## config.mk

```make
export PLATFORM = sky130hd
export DESIGN_NAME = bec_front
export DESIGN_NICKNAME = d
export VERILOG_FILES = /design/src/hdl/bec_pkg.sv /design/src/hdl/bec_front.sv
export SDC_FILE = /design/constraint.sdc
export NUM_CORES = 1
export LEC_CHECK = 0
export CAP_MARGIN = 20
export CORE_AREA = 5 5 175 177
export DETAILED_ROUTE_END_ITERATION = 7
export DIE_AREA = 0 0 180 182
export DONT_BUFFER_PORTS = 1
export PLACE_DENSITY = 0.84
export SYNTH_ARGS = -nofsm -noshare
export SYNTH_HDL_FRONTEND = slang
export SYNTH_SLANG_ARGS = --single-unit
```

## constraint.sdc

```tcl
create_clock -name clk -period 24.5 [get_ports clk]
set_input_delay 3.675 -clock clk [delete_from_list [all_inputs] [get_ports clk]]
set_output_delay 3.675 -clock clk [all_outputs]
set_load 0.02 [all_outputs]
```

## src/hdl/bec_pkg.sv

```systemverilog
// Shared types, constants and arithmetic helpers for the block edge-count update.
package bec_pkg;

    // Sizes of the fields and stores.
    localparam int IDX_W       = 10;
    localparam int BLOCK_COUNT = 1 << IDX_W;
    localparam int CNT_W       = 32;
    localparam int WGT_W       = 31;
    localparam int ACT_W       = 3;

    // Command queue between the front and the back; the depth is a power of two
    // so the pointers wrap on their own.
    localparam int QUEUE_DEPTH = 2;
    localparam int QPTR_W      = $clog2(QUEUE_DEPTH);
    localparam int QCNT_W      = $clog2(QUEUE_DEPTH + 1);

    // Action codes carried in the input beat.
    localparam logic [ACT_W-1:0] ACT_LOAD   = 3'd0;
    localparam logic [ACT_W-1:0] ACT_BEGIN  = 3'd1;
    localparam logic [ACT_W-1:0] ACT_IN_NB  = 3'd2;
    localparam logic [ACT_W-1:0] ACT_OUT_NB = 3'd3;
    localparam logic [ACT_W-1:0] ACT_FINISH = 3'd4;
    localparam logic [ACT_W-1:0] ACT_READ   = 3'd5;

    // Saturation bounds of the counts.
    localparam logic signed [CNT_W-1:0] CNT_MAX = {1'b0, {(CNT_W-1){1'b1}}};
    localparam logic signed [CNT_W-1:0] CNT_MIN = {1'b1, {(CNT_W-1){1'b0}}};

    // Input beat.
    typedef struct packed {
        logic [ACT_W-1:0]        action;
        logic [IDX_W-1:0]        block_index;
        logic [WGT_W-1:0]        edge_weight;
        logic signed [CNT_W-1:0] load_current_row;
        logic signed [CNT_W-1:0] load_current_col;
        logic signed [CNT_W-1:0] load_proposal_row;
        logic signed [CNT_W-1:0] load_proposal_col;
        logic [IDX_W-1:0]        from_block;
        logic [IDX_W-1:0]        to_block;
        logic [WGT_W-1:0]        self_weight;
    } req_t;

    // Result beat.
    typedef struct packed {
        logic [IDX_W-1:0]        read_index;
        logic signed [CNT_W-1:0] row_of_current;
        logic signed [CNT_W-1:0] col_of_current;
        logic signed [CNT_W-1:0] row_of_proposal;
        logic signed [CNT_W-1:0] col_of_proposal;
    } rsp_t;

    // Command classes decoded by the front.
    typedef enum logic [2:0] {
        CMD_LOAD,
        CMD_BEGIN,
        CMD_IN_NB,
        CMD_OUT_NB,
        CMD_FINISH,
        CMD_READ
    } cmd_kind_t;

    // One queued command.
    typedef struct packed {
        cmd_kind_t kind;
        req_t      data;
    } cmd_t;

    // Signed add that clamps to the count range.
    function automatic logic signed [CNT_W-1:0] sat_add(
        input logic signed [CNT_W-1:0] a,
        input logic signed [CNT_W-1:0] b
    );
        logic signed [CNT_W:0] sum;
        sum = {a[CNT_W-1], a} + {b[CNT_W-1], b};
        if (sum[CNT_W] != sum[CNT_W-1])
        begin
            return sum[CNT_W] ? CNT_MIN : CNT_MAX;
        end
        return sum[CNT_W-1:0];
    endfunction

endpackage

```

## src/hdl/bec_front.sv

```systemverilog
// Front end: accepts input beats, classifies the action and queues commands.
module bec_front
    import bec_pkg::*;
(
    input  logic clk,
    input  logic rst_n,
    input  logic req_valid,
    output logic req_ready,
    input  req_t req,
    output logic q_valid,
    input  logic q_pop,
    output cmd_t q_cmd
);

    cmd_t              entry_reg [QUEUE_DEPTH];
    logic [QPTR_W-1:0] wr_ptr_reg, wr_ptr_next;
    logic [QPTR_W-1:0] rd_ptr_reg, rd_ptr_next;
    logic [QCNT_W-1:0] count_reg, count_next;
    cmd_kind_t         kind;
    logic              known;
    logic              push;

    // Classify the action; unused codes are accepted and dropped.
    always_comb
    begin
        known = 1'b1;
        kind  = CMD_LOAD;
        unique case (req.action)
            ACT_LOAD:   kind = CMD_LOAD;
            ACT_BEGIN:  kind = CMD_BEGIN;
            ACT_IN_NB:  kind = CMD_IN_NB;
            ACT_OUT_NB: kind = CMD_OUT_NB;
            ACT_FINISH: kind = CMD_FINISH;
            ACT_READ:   kind = CMD_READ;
            default:    known = 1'b0;
        endcase
    end

    assign req_ready = (count_reg != QCNT_W'(QUEUE_DEPTH));
    assign push      = req_valid && req_ready && known;
    assign q_valid   = (count_reg != '0);
    assign q_cmd     = entry_reg[rd_ptr_reg];

    // Queue pointers and fill count.
    always_comb
    begin
        wr_ptr_next = wr_ptr_reg;
        rd_ptr_next = rd_ptr_reg;
        count_next  = count_reg;
        if (push)
        begin
            wr_ptr_next = QPTR_W'(wr_ptr_reg + 1'b1);
        end
        if (q_pop)
        begin
            rd_ptr_next = QPTR_W'(rd_ptr_reg + 1'b1);
        end
        if (push && !q_pop)
        begin
            count_next = QCNT_W'(count_reg + 1'b1);
        end
        else if (!push && q_pop)
        begin
            count_next = QCNT_W'(count_reg - 1'b1);
        end
    end

    always_ff @(posedge clk or negedge rst_n)
    begin
        if (!rst_n)
        begin
            wr_ptr_reg <= '0;
            rd_ptr_reg <= '0;
            count_reg  <= '0;
        end
        else
        begin
            wr_ptr_reg <= wr_ptr_next;
            rd_ptr_reg <= rd_ptr_next;
            count_reg  <= count_next;
        end
    end

    // Queue storage.
    always_ff @(posedge clk)
    begin
        if (push)
        begin
            entry_reg[wr_ptr_reg] <= '{kind: kind, data: req};
        end
    end

endmodule

```

==> metrics.txt <==
max_slew headroom 0.276; P_leak 6.02 nW; row cnt 63; Synth top area share 0.814; clock share of power 0.270; Clock Tree Buf Depth 3; pin count of the biggest net entering global routing 160; initial antenna violation count 1; number of synthesized flops with an enable pin 452; # setup viols final 0; WL per Instance 27.4 um; most common cell in the netlist edfxtp_1; PD cells 126 nW/um^2; clk_lat worst skew 0.54 ns; met3 routed WL 4.45 mm; Antenna Violating Nets Remaining 0; Post-Syn Area 16700 um^2; gpl congestion 0.786; Num CTS Buffers 44; met1 WL 10.2 mm; Area contributors post-synth edfxtp_1, mux2_2, mux2_4, dfrtp_1, buf_4; fin cells 1180; htree depth 2; VDD IR-drop max 106 uV; CTS sink cnt 456; area grow syn2layout 10.5%; Clock Pin Slew Worst Setup and Hold Paths 0.06 ns; Sw Ratio 0.316; Worst Path Arrival 6.82 ns; TritonCTS clock tree built; Post-CTS Setup Bufs 0; Cells after DPL 1101; Post-DP HPWL 21.9 mm; Synth Flop Type edfxtp_1; nets 988; HP Class flop to flop; library cells used by synthesis 18; remaining global-route overflow 0; share of the yosys chip area belonging to registers 0.820; routed wire length 32.3 mm; GR Util All Layers 0.191; Vias 6833; first-pass GRT wire length 47.0 mm; Setup CP Type input port to flop; Place WS 17.10 ns; Syn Inst Count 729; starting density of the core 0.573; core box area 29100 um^2; leading area contributor after synthesis edfxtp_1; async set-reset flop share out of synthesis 0.00877; Slew Viols, Final 0; Synthesized Nets 960; sw power 0.735 mW; drt via density 5.79; Int Power 1.59 mW; Finished Core Util 0.633; PnR worst setup slack 17.83 ns; TritonRoute pass-1 iters 5; yosys warns 0; combinational share of power 0.268; Overall Power 2.33 mW; minimum clock period 6.67 ns; Crit. End Element flop; Die ar. 32800 um^2; Fin. Hold Viols 0; fin crit share 0.272; top cells by count, synth edfxtp_1, mux2_2, mux2_4; met2 wire len 16.7 mm; Layout fillers 1813; RSZ-0062 raised after global routing false; # DRC 0; Reg power frac 0.462; number of flip-flops in the largest register 452; highest routed layer met4; Yosys reg bits 456; worst slew pin tran 1.09 ns; Finished Cell Area 18400 um^2; number of port buffers 0; Crit Path Max Fanout 80; final setup TNS 0 ns; initial drt markers 437; Placement Cell Area 17100 um^2; Max Clock Skew 0.0223 ns; Avg Cell Area, Syn 22.9 um^2; fmax 150 MHz; layout cell share with drive strength beyond 1 0.371; PostCTS Resize Cnt 0; Hold Slack 0.493 ns; hold buffers post-CTS 0; clock tree root driver cell clkbuf_16; num ports 455; Startpoint Class input port; run status finished clean; Die X 180 um; CP required 24.65 ns; Die Height 182 um; Max Cap Viol 0; vias in the first global route 7312
[power by group through the flow]
stage	Sequential, mW	Combinational (mW)	Clock, mW
after floorplan	1.10	0.561	0
after global placement	1.08	0.629	0
after detailed placement	1.09	0.632	0
after CTS	1.08	0.635	0.643
after global routing	1.09	0.654	0.679
final	1.07	0.625	0.628
[final timing paths]
check / startpoint / endpoint / slack [ns] / depth (start not counted)
setup / recovery: req[221] / entry_reg[0][58]$_DFFE_PP_ / 17.83 / 6
hold / removal: count_reg[1]$_DFFE_PN0P_ / count_reg[1]$_DFFE_PN0P_ / 0.49 / 1
setup reg to reg: count_reg[0]$_DFFE_PN0P_ / entry_reg[0][58]$_DFFE_PP_ / 20.41 / 6
hold reg to reg: count_reg[1]$_DFFE_PN0P_ / count_reg[1]$_DFFE_PN0P_ / 0.49 / 1
max in group asynchronous: rst_n / wr_ptr_reg$_DFFE_PN0N_ / 21.59 / 0
min in group asynchronous: rst_n / rd_ptr_reg$_DFFE_PN0P_ / 2.83 / 0
[placed cells by master, fill, tap and decap left out, types with 4 or more instances in the layout]
cell type,synthesis,final
clkbuf_1,0,10
inv_1,4,4
clkbuf_16,0,45
clkinv_1,0,12
ha_1,4,4
edfxtp_1,452,452
mux2_4,30,30
mux2_2,196,196
buf_4,11,6
clkinv_2,0,4
[worst max-delay path: stages]
cell	delay [ns]
ha_1	0.20
nand3b_1	0.26
nor2_4	0.12
buf_4	0.68
buf_4	0.86
buf_4	0.87
[final cells by class]
cell class / count / area [um^2] / area share
Antenna cell: 1 / 2.50 / 0.000136
Clock buffer: 55 / 1160 / 0.0632
Clock inverter: 23 / 190 / 0.0103
Inverter: 4 / 15.0 / 0.000815
Multi-Input combinational cell: 244 / 2810 / 0.153
Sequential cell: 456 / 13700 / 0.743
Tap cell: 390 / 488 / 0.0265
Timing Repair Buffer: 7 / 65.1 / 0.00353
[metal layers]
| layer | up-vias | track usage |
|---|---|---|
| li1 | 2956 | - |
| met2 | 405 | 0.338 |
| met3 | 60 | 0.109 |
| met5 | - | 0 |
| met4 | 0 | 0.0671 |
| met1 | 3412 | 0.186 |
[cell families (layout without fill, tap and decap cells)]
group | count (synthesis) | after routing | share of synthesized area
XOR/XNOR | 5 | 5 | 0.00263
other | 0 | 1 | 0
adder cells (fa/ha/maj) | 4 | 4 | 0.00300
flip-flops | 456 | 456 | 0.820
buffers and inverters | 29 | 89 | 0.0116
AO/OA/AOI/OAI | 2 | 2 | 0.000751
multiplexers | 226 | 226 | 0.159
AND/OR/NAND/NOR | 7 | 7 | 0.00225
Note: power is estimated with default switching activity, not from simulation.
